<file path="src/design/cmdd_pkg.sv">
// Shared types, codes and constants for the CSR command decoder.
// No dependencies; every other design file imports this package.
`default_nettype none

package cmdd_pkg;

	localparam int DEF_DEVICE_NUMBER = 0;
	localparam int DEF_BEAT_BYTES    = 32;

	localparam int REG_WORDS = 7;
	localparam int WIDX_W    = 3;
	localparam int READ_STEPS = 5;

	localparam logic [WIDX_W-1:0] WIDX_RES   = 3'd1;
	localparam logic [WIDX_W-1:0] WIDX_IN    = 3'd2;
	localparam logic [WIDX_W-1:0] WIDX_MODE  = 3'd3;
	localparam logic [WIDX_W-1:0] WIDX_STEP  = 3'd4;
	localparam logic [WIDX_W-1:0] WIDX_OUT   = 3'd5;
	localparam logic [WIDX_W-1:0] WIDX_START = 3'd6;
	localparam logic [WIDX_W-1:0] WIDX_NONE  = 3'd7;

	localparam logic [2:0] STATUS_OK       = 3'd0;
	localparam logic [2:0] STATUS_IGNORED  = 3'd1;
	localparam logic [2:0] STATUS_WRONGDEV = 3'd2;
	localparam logic [2:0] STATUS_ORDER    = 3'd3;
	localparam logic [2:0] STATUS_IDX7     = 3'd4;

	localparam logic [1:0] VERDICT_NONE     = 2'd0;
	localparam logic [1:0] VERDICT_TIMED    = 2'd1;
	localparam logic [1:0] VERDICT_UNTIMED  = 2'd2;
	localparam logic [1:0] VERDICT_REJECTED = 2'd3;

	localparam logic [1:0] TRANS_ONE  = 2'd1;
	localparam logic [1:0] TRANS_TWO  = 2'd2;
	localparam logic [1:0] FLOWM_MAX  = 2'd2;
	localparam logic [1:0] REUSE_ONE  = 2'd1;
	localparam logic [1:0] REGM_BAD   = 2'd2;

	localparam int OP_SET  = 0;
	localparam int OP_HOLD = 1;

	typedef struct packed {
		logic        accepted;
		logic [1:0]  req_type;
		logic [7:0]  bus_address;
		logic [63:0] write_data;
		logic [63:0] write_cycle;
	} cmd_req_t;

	typedef struct packed {
		logic [2:0]  status;
		logic        command_start;
		logic [31:0] command_number;
		logic [1:0]  verdict;
		logic [19:0] resident_beats;
		logic [17:0] input_beats;
		logic [17:0] output_beats;
		logic [23:0] work_items;
		logic [20:0] flow_stride;
		logic [28:0] instr_stride;
	} cmd_rsp_t;

	// Sequencing of the datapath by the controller.
	typedef struct packed {
		logic              cap;
		logic [WIDX_W-1:0] tag;
		logic              mul1;
		logic              mul2;
		logic              mul3;
	} calc_ctl_t;

	// Register word fetched at each read step of a launch.
	function automatic logic [WIDX_W-1:0] word_of_step(input logic [2:0] step);
		logic [WIDX_W-1:0] w;
		case (step)
			3'd0: w = WIDX_MODE;
			3'd1: w = WIDX_RES;
			3'd2: w = WIDX_IN;
			3'd3: w = WIDX_OUT;
			3'd4: w = WIDX_STEP;
			default: w = WIDX_MODE;
		endcase
		return w;
	endfunction

endpackage

`default_nettype wire

</file>
<file path="src/design/accel_csr_command_decoder_top.sv">
// Top level of the CSR command decoder: handshakes, write checks, start latch and sequencer.
// Depends on cmdd_pkg, cmdd_regfile and cmdd_calc.
`default_nettype none

// Channel   Direction  Handshake              Payload
// req       in         req_valid / req_stall  cmd_req_t, one bus write
// rsp       out        rsp_valid / rsp_stall  cmd_rsp_t, one status per write
//
// A request that launches no command passes through the accept cycle (checks, register
// word write, start latch) and the cycle that loads the output register. A launching request
// passes through the accept cycle, five register word reads, a drain state for the last read
// data, three multiply stages and the output cycle. Reset clears the register words, the start
// latch, the stamps and the command count. A stalled response holds the output register; the
// next request is taken, and its response waits until the register frees.
module accel_csr_command_decoder_top
	import cmdd_pkg::*;
#(
	parameter int DEVICE_NUMBER = DEF_DEVICE_NUMBER,
	parameter int BEAT_BYTES    = DEF_BEAT_BYTES
) (
	input  wire logic     clk,
	input  wire logic     arst_n,
	input  wire logic     req_valid,
	output      logic     req_stall,
	input  wire cmd_req_t req,
	output      logic     rsp_valid,
	input  wire logic     rsp_stall,
	output      cmd_rsp_t rsp
);

	localparam logic [3:0] DEV = 4'(DEVICE_NUMBER);

	typedef enum logic [6:0] {
		S_IDLE  = 7'b0000001,
		S_READ  = 7'b0000010,
		S_DRAIN = 7'b0000100,
		S_MUL1  = 7'b0001000,
		S_MUL2  = 7'b0010000,
		S_MUL3  = 7'b0100000,
		S_DONE  = 7'b1000000
	} state_t;

	state_t state_q;

	// Architectural state kept in flops next to the memory.
	logic        latch_q;
	logic        seen_q;
	logic [63:0] start_stamp_q;
	logic [63:0] last_stamp_q;
	logic [31:0] count_q;

	// Response being built for the current request.
	logic [2:0]  status_q;
	logic        launch_q;

	logic [2:0]        rd_cnt_q;
	logic              rcap_s1;
	logic [WIDX_W-1:0] rtag_s1;

	logic     rsp_valid_q;
	cmd_rsp_t rsp_q;
	cmd_rsp_t rsp_d;

	logic              take;
	logic              rsp_free;
	logic              applied;
	logic [WIDX_W-1:0] idx;
	logic              latch_eff;
	logic              b31;
	logic              latch_next;
	logic              launch;
	logic              wr_en;
	logic              rd_en;
	logic [WIDX_W-1:0] rd_addr;
	logic [63:0]       rd_data;
	calc_ctl_t         ctl;

	logic [1:0]  c_verdict;
	logic [19:0] c_res;
	logic [17:0] c_inb, c_outb;
	logic [23:0] c_work;
	logic [20:0] c_fs;
	logic [28:0] c_is;

	assign req_stall = (state_q != S_IDLE);
	assign take      = req_valid && !req_stall;
	assign rsp_free  = !rsp_valid_q || !rsp_stall;

	// The write checks of one request: ignored, other device, stamp going backwards.
	always_comb begin
		idx        = req.bus_address[3:1];
		applied    = req.accepted && (req.bus_address[7:4] == DEV) &&
			!(seen_q && (req.write_cycle < last_stamp_q));
		// A later stamp than the launch stamp drops the latch before this write acts.
		latch_eff  = latch_q && !(req.write_cycle > start_stamp_q);
		b31        = req.write_data[31];
		latch_next = (req.req_type[OP_SET] && (latch_eff || b31)) ||
			(req.req_type[OP_HOLD] && latch_eff && b31);
		launch     = applied && (idx == WIDX_START) && !latch_eff && latch_next;
		wr_en      = take && applied && (idx != WIDX_NONE);
	end

	// Reads happen only while the block holds off requests, and writes only in the
	// accept cycle, so the two ports never touch the memory in the same cycle.
	assign rd_en   = (state_q == S_READ);
	assign rd_addr = word_of_step(rd_cnt_q);

	always_comb begin
		ctl.cap  = rcap_s1;
		ctl.tag  = rtag_s1;
		ctl.mul1 = (state_q == S_MUL1);
		ctl.mul2 = (state_q == S_MUL2);
		ctl.mul3 = (state_q == S_MUL3);
	end

	cmdd_regfile u_regfile (
		.clk     (clk),
		.arst_n  (arst_n),
		.wr_en   (wr_en),
		.wr_addr (idx),
		.wr_data (req.write_data),
		.rd_en   (rd_en),
		.rd_addr (rd_addr),
		.rd_data (rd_data)
	);

	cmdd_calc #(
		.BEAT_BYTES (BEAT_BYTES)
	) u_calc (
		.clk            (clk),
		.ctl            (ctl),
		.rd_data        (rd_data),
		.verdict        (c_verdict),
		.resident_beats (c_res),
		.input_beats    (c_inb),
		.output_beats   (c_outb),
		.work_items     (c_work),
		.flow_stride    (c_fs),
		.instr_stride   (c_is)
	);

	always_ff @(posedge clk or negedge arst_n) begin
		if (!arst_n) begin
			state_q       <= S_IDLE;
			latch_q       <= 1'b0;
			seen_q        <= 1'b0;
			start_stamp_q <= '0;
			last_stamp_q  <= '0;
			count_q       <= '0;
			status_q      <= STATUS_OK;
			launch_q      <= 1'b0;
			rd_cnt_q      <= '0;
			rcap_s1       <= 1'b0;
			rtag_s1       <= '0;
			rsp_valid_q   <= 1'b0;
		end else begin
			rcap_s1 <= rd_en;
			rtag_s1 <= rd_addr;
			// The output register loads when it is free; otherwise it empties on a take.
			if (state_q == S_DONE && rsp_free) begin
				rsp_valid_q <= 1'b1;
			end else if (!rsp_stall) begin
				rsp_valid_q <= 1'b0;
			end
			case (state_q)
				S_IDLE: begin
					if (take) begin
						launch_q <= launch;
						rd_cnt_q <= '0;
						state_q  <= launch ? S_READ : S_DONE;
						if (!req.accepted) begin
							status_q <= STATUS_IGNORED;
						end else if (req.bus_address[7:4] != DEV) begin
							status_q <= STATUS_WRONGDEV;
						end else if (!applied) begin
							status_q <= STATUS_ORDER;
						end else begin
							seen_q       <= 1'b1;
							last_stamp_q <= req.write_cycle;
							if (idx == WIDX_NONE) begin
								status_q <= STATUS_IDX7;
								latch_q  <= latch_eff;
							end else if (idx != WIDX_START) begin
								status_q <= STATUS_OK;
								latch_q  <= latch_eff;
							end else begin
								status_q <= STATUS_OK;
								latch_q  <= latch_next;
								if (launch) begin
									start_stamp_q <= req.write_cycle;
									count_q       <= count_q + 32'd1;
								end
							end
						end
					end
				end
				S_READ: begin
					if (rd_cnt_q == 3'(READ_STEPS - 1)) begin
						state_q <= S_DRAIN;
					end else begin
						rd_cnt_q <= rd_cnt_q + 3'd1;
					end
				end
				S_DRAIN: state_q <= S_MUL1;
				S_MUL1:  state_q <= S_MUL2;
				S_MUL2:  state_q <= S_MUL3;
				S_MUL3:  state_q <= S_DONE;
				S_DONE: begin
					if (rsp_free) begin
						state_q <= S_IDLE;
					end
				end
				default: state_q <= S_IDLE;
			endcase
		end
	end

	// Response payload; a rejected launch reports its verdict with zero counts.
	always_comb begin
		rsp_d        = '0;
		rsp_d.status = status_q;
		if (launch_q) begin
			rsp_d.command_start  = 1'b1;
			rsp_d.command_number = count_q;
			rsp_d.verdict        = c_verdict;
			if (c_verdict != VERDICT_REJECTED) begin
				rsp_d.resident_beats = c_res;
				rsp_d.input_beats    = c_inb;
				rsp_d.output_beats   = c_outb;
				rsp_d.work_items     = c_work;
				rsp_d.flow_stride    = c_fs;
				rsp_d.instr_stride   = c_is;
			end
		end
	end

	always_ff @(posedge clk) begin
		if (state_q == S_DONE && rsp_free) begin
			rsp_q <= rsp_d;
		end
	end

	assign rsp_valid = rsp_valid_q;
	assign rsp       = rsp_q;

endmodule

`default_nettype wire

</file>
<file path="src/design/cmdd_regfile.sv">
// Register word memory of the CSR command decoder: one write port, one read port.
// Depends on cmdd_pkg.
`default_nettype none

module cmdd_regfile
	import cmdd_pkg::*;
(
	input  wire logic              clk,
	input  wire logic              arst_n,
	input  wire logic              wr_en,
	input  wire logic [WIDX_W-1:0] wr_addr,
	input  wire logic [63:0]       wr_data,
	input  wire logic              rd_en,
	input  wire logic [WIDX_W-1:0] rd_addr,
	output      logic [63:0]       rd_data
);

	logic [63:0]          mem [0:REG_WORDS-1];
	logic [REG_WORDS-1:0] valid_q;
	logic [63:0]          mem_q;
	logic                 rvld_q;

	// Entries read as zero until their first write.
	always_ff @(posedge clk or negedge arst_n) begin
		if (!arst_n) begin
			valid_q <= '0;
			rvld_q  <= 1'b0;
		end else begin
			if (wr_en) begin
				valid_q[wr_addr] <= 1'b1;
			end
			if (rd_en) begin
				rvld_q <= valid_q[rd_addr];
			end
		end
	end

	always_ff @(posedge clk) begin
		if (wr_en) begin
			mem[wr_addr] <= wr_data;
		end
		if (rd_en) begin
			mem_q <= mem[rd_addr];
		end
	end

	assign rd_data = rvld_q ? mem_q : '0;

endmodule

`default_nettype wire

</file>
<file path="src/design/cmdd_calc.sv">
// Field capture and multiply chain that decodes a launched command.
// Depends on cmdd_pkg; sequenced by the top level through calc_ctl_t.
`default_nettype none

module cmdd_calc
	import cmdd_pkg::*;
#(
	parameter int BEAT_BYTES = DEF_BEAT_BYTES
) (
	input  wire logic        clk,
	input  wire calc_ctl_t   ctl,
	input  wire logic [63:0] rd_data,
	output      logic [1:0]  verdict,
	output      logic [19:0] resident_beats,
	output      logic [17:0] input_beats,
	output      logic [17:0] output_beats,
	output      logic [23:0] work_items,
	output      logic [20:0] flow_stride,
	output      logic [28:0] instr_stride
);

	localparam logic [8:0] BB = 9'(BEAT_BYTES);

	logic [1:0]  verdict_q;
	logic [5:0]  loop_q;
	logic [5:0]  r_x_q, r_y_q, i_x_q, i_y_q, i_b_q, o_x_q, o_y_q, o_b_q;
	logic [7:0]  r_c_q, f_flow_q, f_y_q;
	logic [11:0] r_p_q, i_p_q, o_p_q;
	logic [15:0] f_p_q;
	logic [19:0] res_q;
	logic [17:0] inb_q, outb_q;
	logic [20:0] fs_q;
	logic [23:0] work_q;
	logic [24:0] fs_full;
	logic [1:0]  trans, regm, reuse, pe, flowm;
	logic [2:0]  conv;
	logic        reject, timed;

	always_comb begin
		trans  = rd_data[1:0];
		regm   = rd_data[3:2];
		reuse  = rd_data[5:4];
		pe     = rd_data[7:6];
		flowm  = rd_data[9:8];
		conv   = rd_data[12:10];
		reject = (pe != 2'd0) || rd_data[14] || (conv != 3'd0) || rd_data[13] ||
			(regm == REGM_BAD);
		timed  = ((trans == TRANS_ONE && flowm <= FLOWM_MAX) ||
			(trans == TRANS_TWO && flowm == 2'd0)) && (reuse == REUSE_ONE);
	end

	assign fs_full = 25'(f_p_q) * 25'(BB);

	always_ff @(posedge clk) begin
		if (ctl.cap) begin
			case (ctl.tag)
				WIDX_MODE: begin
					verdict_q <= reject ? VERDICT_REJECTED :
						(timed ? VERDICT_TIMED : VERDICT_UNTIMED);
					loop_q    <= rd_data[25:20];
				end
				WIDX_RES: begin
					r_x_q <= rd_data[37:32];
					r_y_q <= rd_data[51:46];
					r_c_q <= rd_data[31:24];
				end
				WIDX_IN: begin
					i_x_q <= rd_data[13:8];
					i_y_q <= rd_data[27:22];
					i_b_q <= rd_data[59:54];
				end
				WIDX_OUT: begin
					o_x_q <= rd_data[37:32];
					o_y_q <= rd_data[43:38];
					o_b_q <= rd_data[55:50];
				end
				WIDX_STEP: begin
					f_flow_q <= rd_data[39:32];
					f_y_q    <= rd_data[21:14];
				end
				default: begin
				end
			endcase
		end
		if (ctl.mul1) begin
			r_p_q <= 12'(r_x_q) * 12'(r_y_q);
			i_p_q <= 12'(i_x_q) * 12'(i_y_q);
			o_p_q <= 12'(o_x_q) * 12'(o_y_q);
			f_p_q <= 16'(f_flow_q) * 16'(f_y_q);
		end
		if (ctl.mul2) begin
			res_q  <= 20'(r_p_q) * 20'(r_c_q);
			inb_q  <= 18'(i_p_q) * 18'(i_b_q);
			outb_q <= 18'(o_p_q) * 18'(o_b_q);
			fs_q   <= fs_full[20:0];
		end
		if (ctl.mul3) begin
			work_q <= 24'(inb_q) * 24'(loop_q);
		end
	end

	assign verdict        = verdict_q;
	assign resident_beats = res_q;
	assign input_beats    = inb_q;
	assign output_beats   = outb_q;
	assign work_items     = work_q;
	assign flow_stride    = fs_q;
	// Any launch that is not rejected has a zero kernel field, so the stride is one beat.
	assign instr_stride   = 29'(BB);

endmodule

`default_nettype wire

</file>
<file path="config.mk">
export PLATFORM = sky130hd
export DESIGN_NAME = accel_csr_command_decoder_top
export DESIGN_NICKNAME = d
export VERILOG_FILES = /design/src/design/cmdd_pkg.sv /design/src/design/accel_csr_command_decoder_top.sv /design/src/design/cmdd_regfile.sv /design/src/design/cmdd_calc.sv
export SDC_FILE = /design/constraint.sdc
export NUM_CORES = 2
export LEC_CHECK = 0
export BUFFER_PORTS_ARGS = -buffer_cell sky130_fd_sc_hd__buf_2
export CAP_MARGIN = 20
export CORE_MARGIN = 2
export CORE_UTILIZATION = 45
export CTS_CLUSTER_DIAMETER = 150
export DETAILED_ROUTE_END_ITERATION = 6
export GPL_TIMING_DRIVEN = 0
export SLEW_MARGIN = 20
export SYNTH_ARGS = -nofsm -noshare
export SYNTH_HDL_FRONTEND = slang
export SYNTH_SLANG_ARGS = --single-unit
</file>
<file path="constraint.sdc">
create_clock -name clk -period 15.49 [get_ports clk]
set_input_delay 0 -clock clk [delete_from_list [all_inputs] [get_ports clk]]
set_output_delay 0 -clock clk [all_outputs]
set_load 0.01 [all_outputs]
</file>
==> flow_summary_export.csv <==
group,metric,value,unit
timing,fin_tns_setup,0,ns
pwr,peakVddDrop,0.08820,mV
synthesis,synth_ff_type,"edfxtp_1",
clock_network,cts_root_buf,"clkbuf_16",
place,place_ws,10.07,ns
pwr,total_power,6.355,mW
synthesis,synth-edff-count,827,
synthesis,synth_area,55870,µm²
synthesis,yosys.area.top_type_share,44.45,%
clock_network,cts_tree,"built",
synthesis,yosysSeqAreaShare,52.87,%
global_route,grt_antenna_before_repair,31,
timing,period_needed,5.361,ns
global_route,grt_overflow,0,
floorplanning,dieHeight,356.4,µm
setup_path,cp.required,15.96,ns
synthesis,synth_area_leaders,"edfxtp_1 44%, fa_1 11%, dfrtp_1 8.4%, ha_1 7.9%, and2_1 5.9%",
global_route,grt_max_degree,94,
synthesis,ys_ff_latch,1015,
floorplanning,die_w,356.4,µm
detailed_routing,wl,124800,µm
timing,hold_viol_final,0,
detailed_routing,avgViaCountPerCell,5.041,
floorplanning,core,123500,µm²
detailed_routing,dr.pass1.iters,5,
global_route,groute.usage.overall,19.88,%
clock_network,cts.path.max_buffers,3,
synthesis,yosysWarningCount,0,
timing,slew_headroom,31.66,%
floorplanning,rows,129,
finish,final_net_count,6137,
floorplanning,start_util,45.25,%
detailed_routing,wl_per_cell,17.61,µm
timing,finalMaxSlewViolations,0,
synthesis,postSynthCellCount,4767,
setup_path,worst-endpoint-arrival,5.83,ns
detailed_routing,drtAntennaViolNets,0,
timing,rsz0062_at_grt,"false",
flow_run,drv_cap,0,
timing,timing.final.crit_share,34.61,%
global_route,grt_first_pass_wirelength,197700,µm
synthesis,yosys.area.top_type,"edfxtp_1",
place,placed_area,59960,µm²
synthesis,syn_area_per_cell,11.72,µm²
floorplanning,dieArea,127000,µm²
pwr,p_per_area,97.50,nW/µm²
finish,fin_area,65180,µm²
detailed_routing,drc,0,
synthesis,ys_types,74,
clock_network,clkTransAtPathRegs,0.06,ns
place,dp_hpwl,90340,µm
finish,drive_gt1_share,10.63,%
clock_network,clock_latency,0.74,ns
run_status,status,"finished clean",
hold_path,hp-class,"primary input to flip-flop",
detailed_routing,drt_iter0_drc,2353,
clock_network,cts_buffers,111,
clock_network,clock_sinks,1015,
timing,setup_viol,0,
place,port-buffer-count,272,
setup_path,startpoint_type,"flip-flop",
detailed_routing,via_count,35730,
timing,fin_hold_ws,0.06677,ns
timing,max_freq,186.5,MHz
synthesis,async_flop_share,18.52,%
timing,worst_slack,10.13,ns
setup_path,critPathKind,"flip-flop to flip-flop",
finish,area_growth,16.66,%
floorplanning,io_pins,313,
synthesis,synth.most_common_cell,"edfxtp_1",
timing,max_slew.worst_pin.slew,1.014,ns
global_route,grt_pass1_vias,35870,
setup_path,cp-end-kind,"flip-flop",
clock_network,cts_max_level,3,
timing,clock_skew,0.05569,ns
place,place_congestion,0.8610,
synthesis,synthTopCellsByCount,"827 x edfxtp_1, 681 x nand2_1, 539 x inv_1",
pwr,leakagePower,26.76,nW
setup_path,cp_max_fo,10,
-- final timing paths --
path	start	endpoint	slack, ns	depth (start not counted)
setup / recovery	u_calc.r_c_q[7]	u_calc.resident_beats[19]	10.13	18
hold / removal	req[74]	u_regfile.mem[4][10]	0.07	2
setup reg to reg	u_calc.r_c_q[7]	u_calc.resident_beats[19]	10.13	18
hold reg to reg	u_calc.f_p_q[15]	u_calc.flow_stride[20]	0.42	0
max in group asynchronous	arst_n	count_q[16]	14.23	5
min in group asynchronous	arst_n	start_stamp_q[27]	0.32	4
-- kinds of logic (layout without fill, tap and decap cells) --
| family | Yosys count | count (layout) | share of synthesized area, % |
|---|---|---|---|
| xor+xnor | 121 | 121 | 1.897 |
| buf+inv | 726 | 1367 | 5.171 |
| flops | 1015 | 1015 | 52.87 |
| compound gates | 527 | 527 | 5.409 |
| other cells | 1 | 44 | 0.006712 |
| mux | 68 | 68 | 1.368 |
| simple gates | 1662 | 1662 | 14.83 |
| fa+ha+maj | 647 | 647 | 18.44 |
-- flip-flops by register name, summed over array words and instances, names as in the netlist, 12 cells and up --
name	count
u_calc.o_p_q	12
u_calc.output_beats	18
u_calc.work_items	24
u_calc.input_beats	18
u_calc.i_p_q	12
start_stamp_q	64
u_calc.f_p_q	16
u_calc.flow_stride	16
u_calc.resident_beats	20
last_stamp_q	64
u_regfile.mem	406
u_regfile.mem_q	58
count_q	32
u_calc.r_p_q	12
rsp	135
-- cell type report --
class	instances	area [µm²]
Clock buffer	142	2984
Timing Repair Buffer	435	3286
Buffer	186	865.8
Fill cell	10700	58300
Sequential cell	1015	29540
Multi-Input combinational cell	3058	23630
Antenna cell	11	27.53
Tap cell	1637	2048
Inverter	540	2027
Clock inverter	64	765.7
-- placed cells by master, fill, tap and decap left out, types with 12 or more instances in the layout --
cell type,synthesis,final
edfxtp_1,827,827
nand2_1,681,681
inv_1,539,538
and2_1,524,522
ha_1,353,353
fa_1,294,294
buf_2,11,282
a21oi_1,231,229
nand3_1,222,222
dfrtp_1,187,187
o21ai_0,168,168
clkbuf_1,126,147
dlygate4sd3_1,0,142
clkbuf_16,0,111
xnor2_1,90,90
nor2_1,60,59
nand4_1,39,39
mux2_2,37,37
buf_4,34,36
nor3_1,36,35
conb_1,1,33
xor2_1,31,31
mux2_1,30,30
o21bai_1,24,24
clkinv_1,0,22
a21o_1,21,21
and3_1,21,17
nor4_1,13,13
clkinv_2,0,13
buf_16,0,13
buf_1,12,12
bufinv_16,0,12
-- where the power goes --
part | internal [mW] | switching, mW
Clock | 1.57 | 1.11
Combinational | 0.231 | 0.308
Sequential | 3.10 | 0.0417
Total | 4.89 | 1.46
-- worst max-delay path, stage by stage (launching register included) --
cell       delay (ns)
edfxtp_1         0.40
clkbuf_1         0.40
nand2_1          0.16
fa_1             0.53
fa_1             0.54
inv_1            0.05
fa_1             0.53
inv_1            0.05
fa_1             0.52
inv_1            0.04
ha_1             0.33
o21a_1           0.12
o31a_1           0.12
o211ai_1         0.22
a21oi_1          0.13
o31ai_1          0.49
o2111ai_1        0.18
a21oi_1          0.19
xnor2_1          0.09
-- metal layers --
layer / wire (µm) / global-route usage, % / vias to the layer above
met5: 166 / 0 / -
met4: 2768 / 5.620 / 24
met3: 6542 / 3.238 / 190
met2: 59310 / 32.92 / 796
met1: 56020 / 27.11 / 17480
li1: - / - / 17240
-- metrics by stage --
step	instances	utilization (%)
2_1_floorplan	4799	-
3_3_place_gp	6708	48.10
3_5_place_dp	6728	48.56
4_1_cts	7077	52.76
5_1_grt	7087	52.78
6_report	7088	52.79
-- what timing repair did --
item,4_1_cts,5_1_grt
hold buffers,143,0
hold endpoints to repair,835,0
setup buffers,0,0
gates resized for setup,0,0
Power figures use the tool's default switching activity.
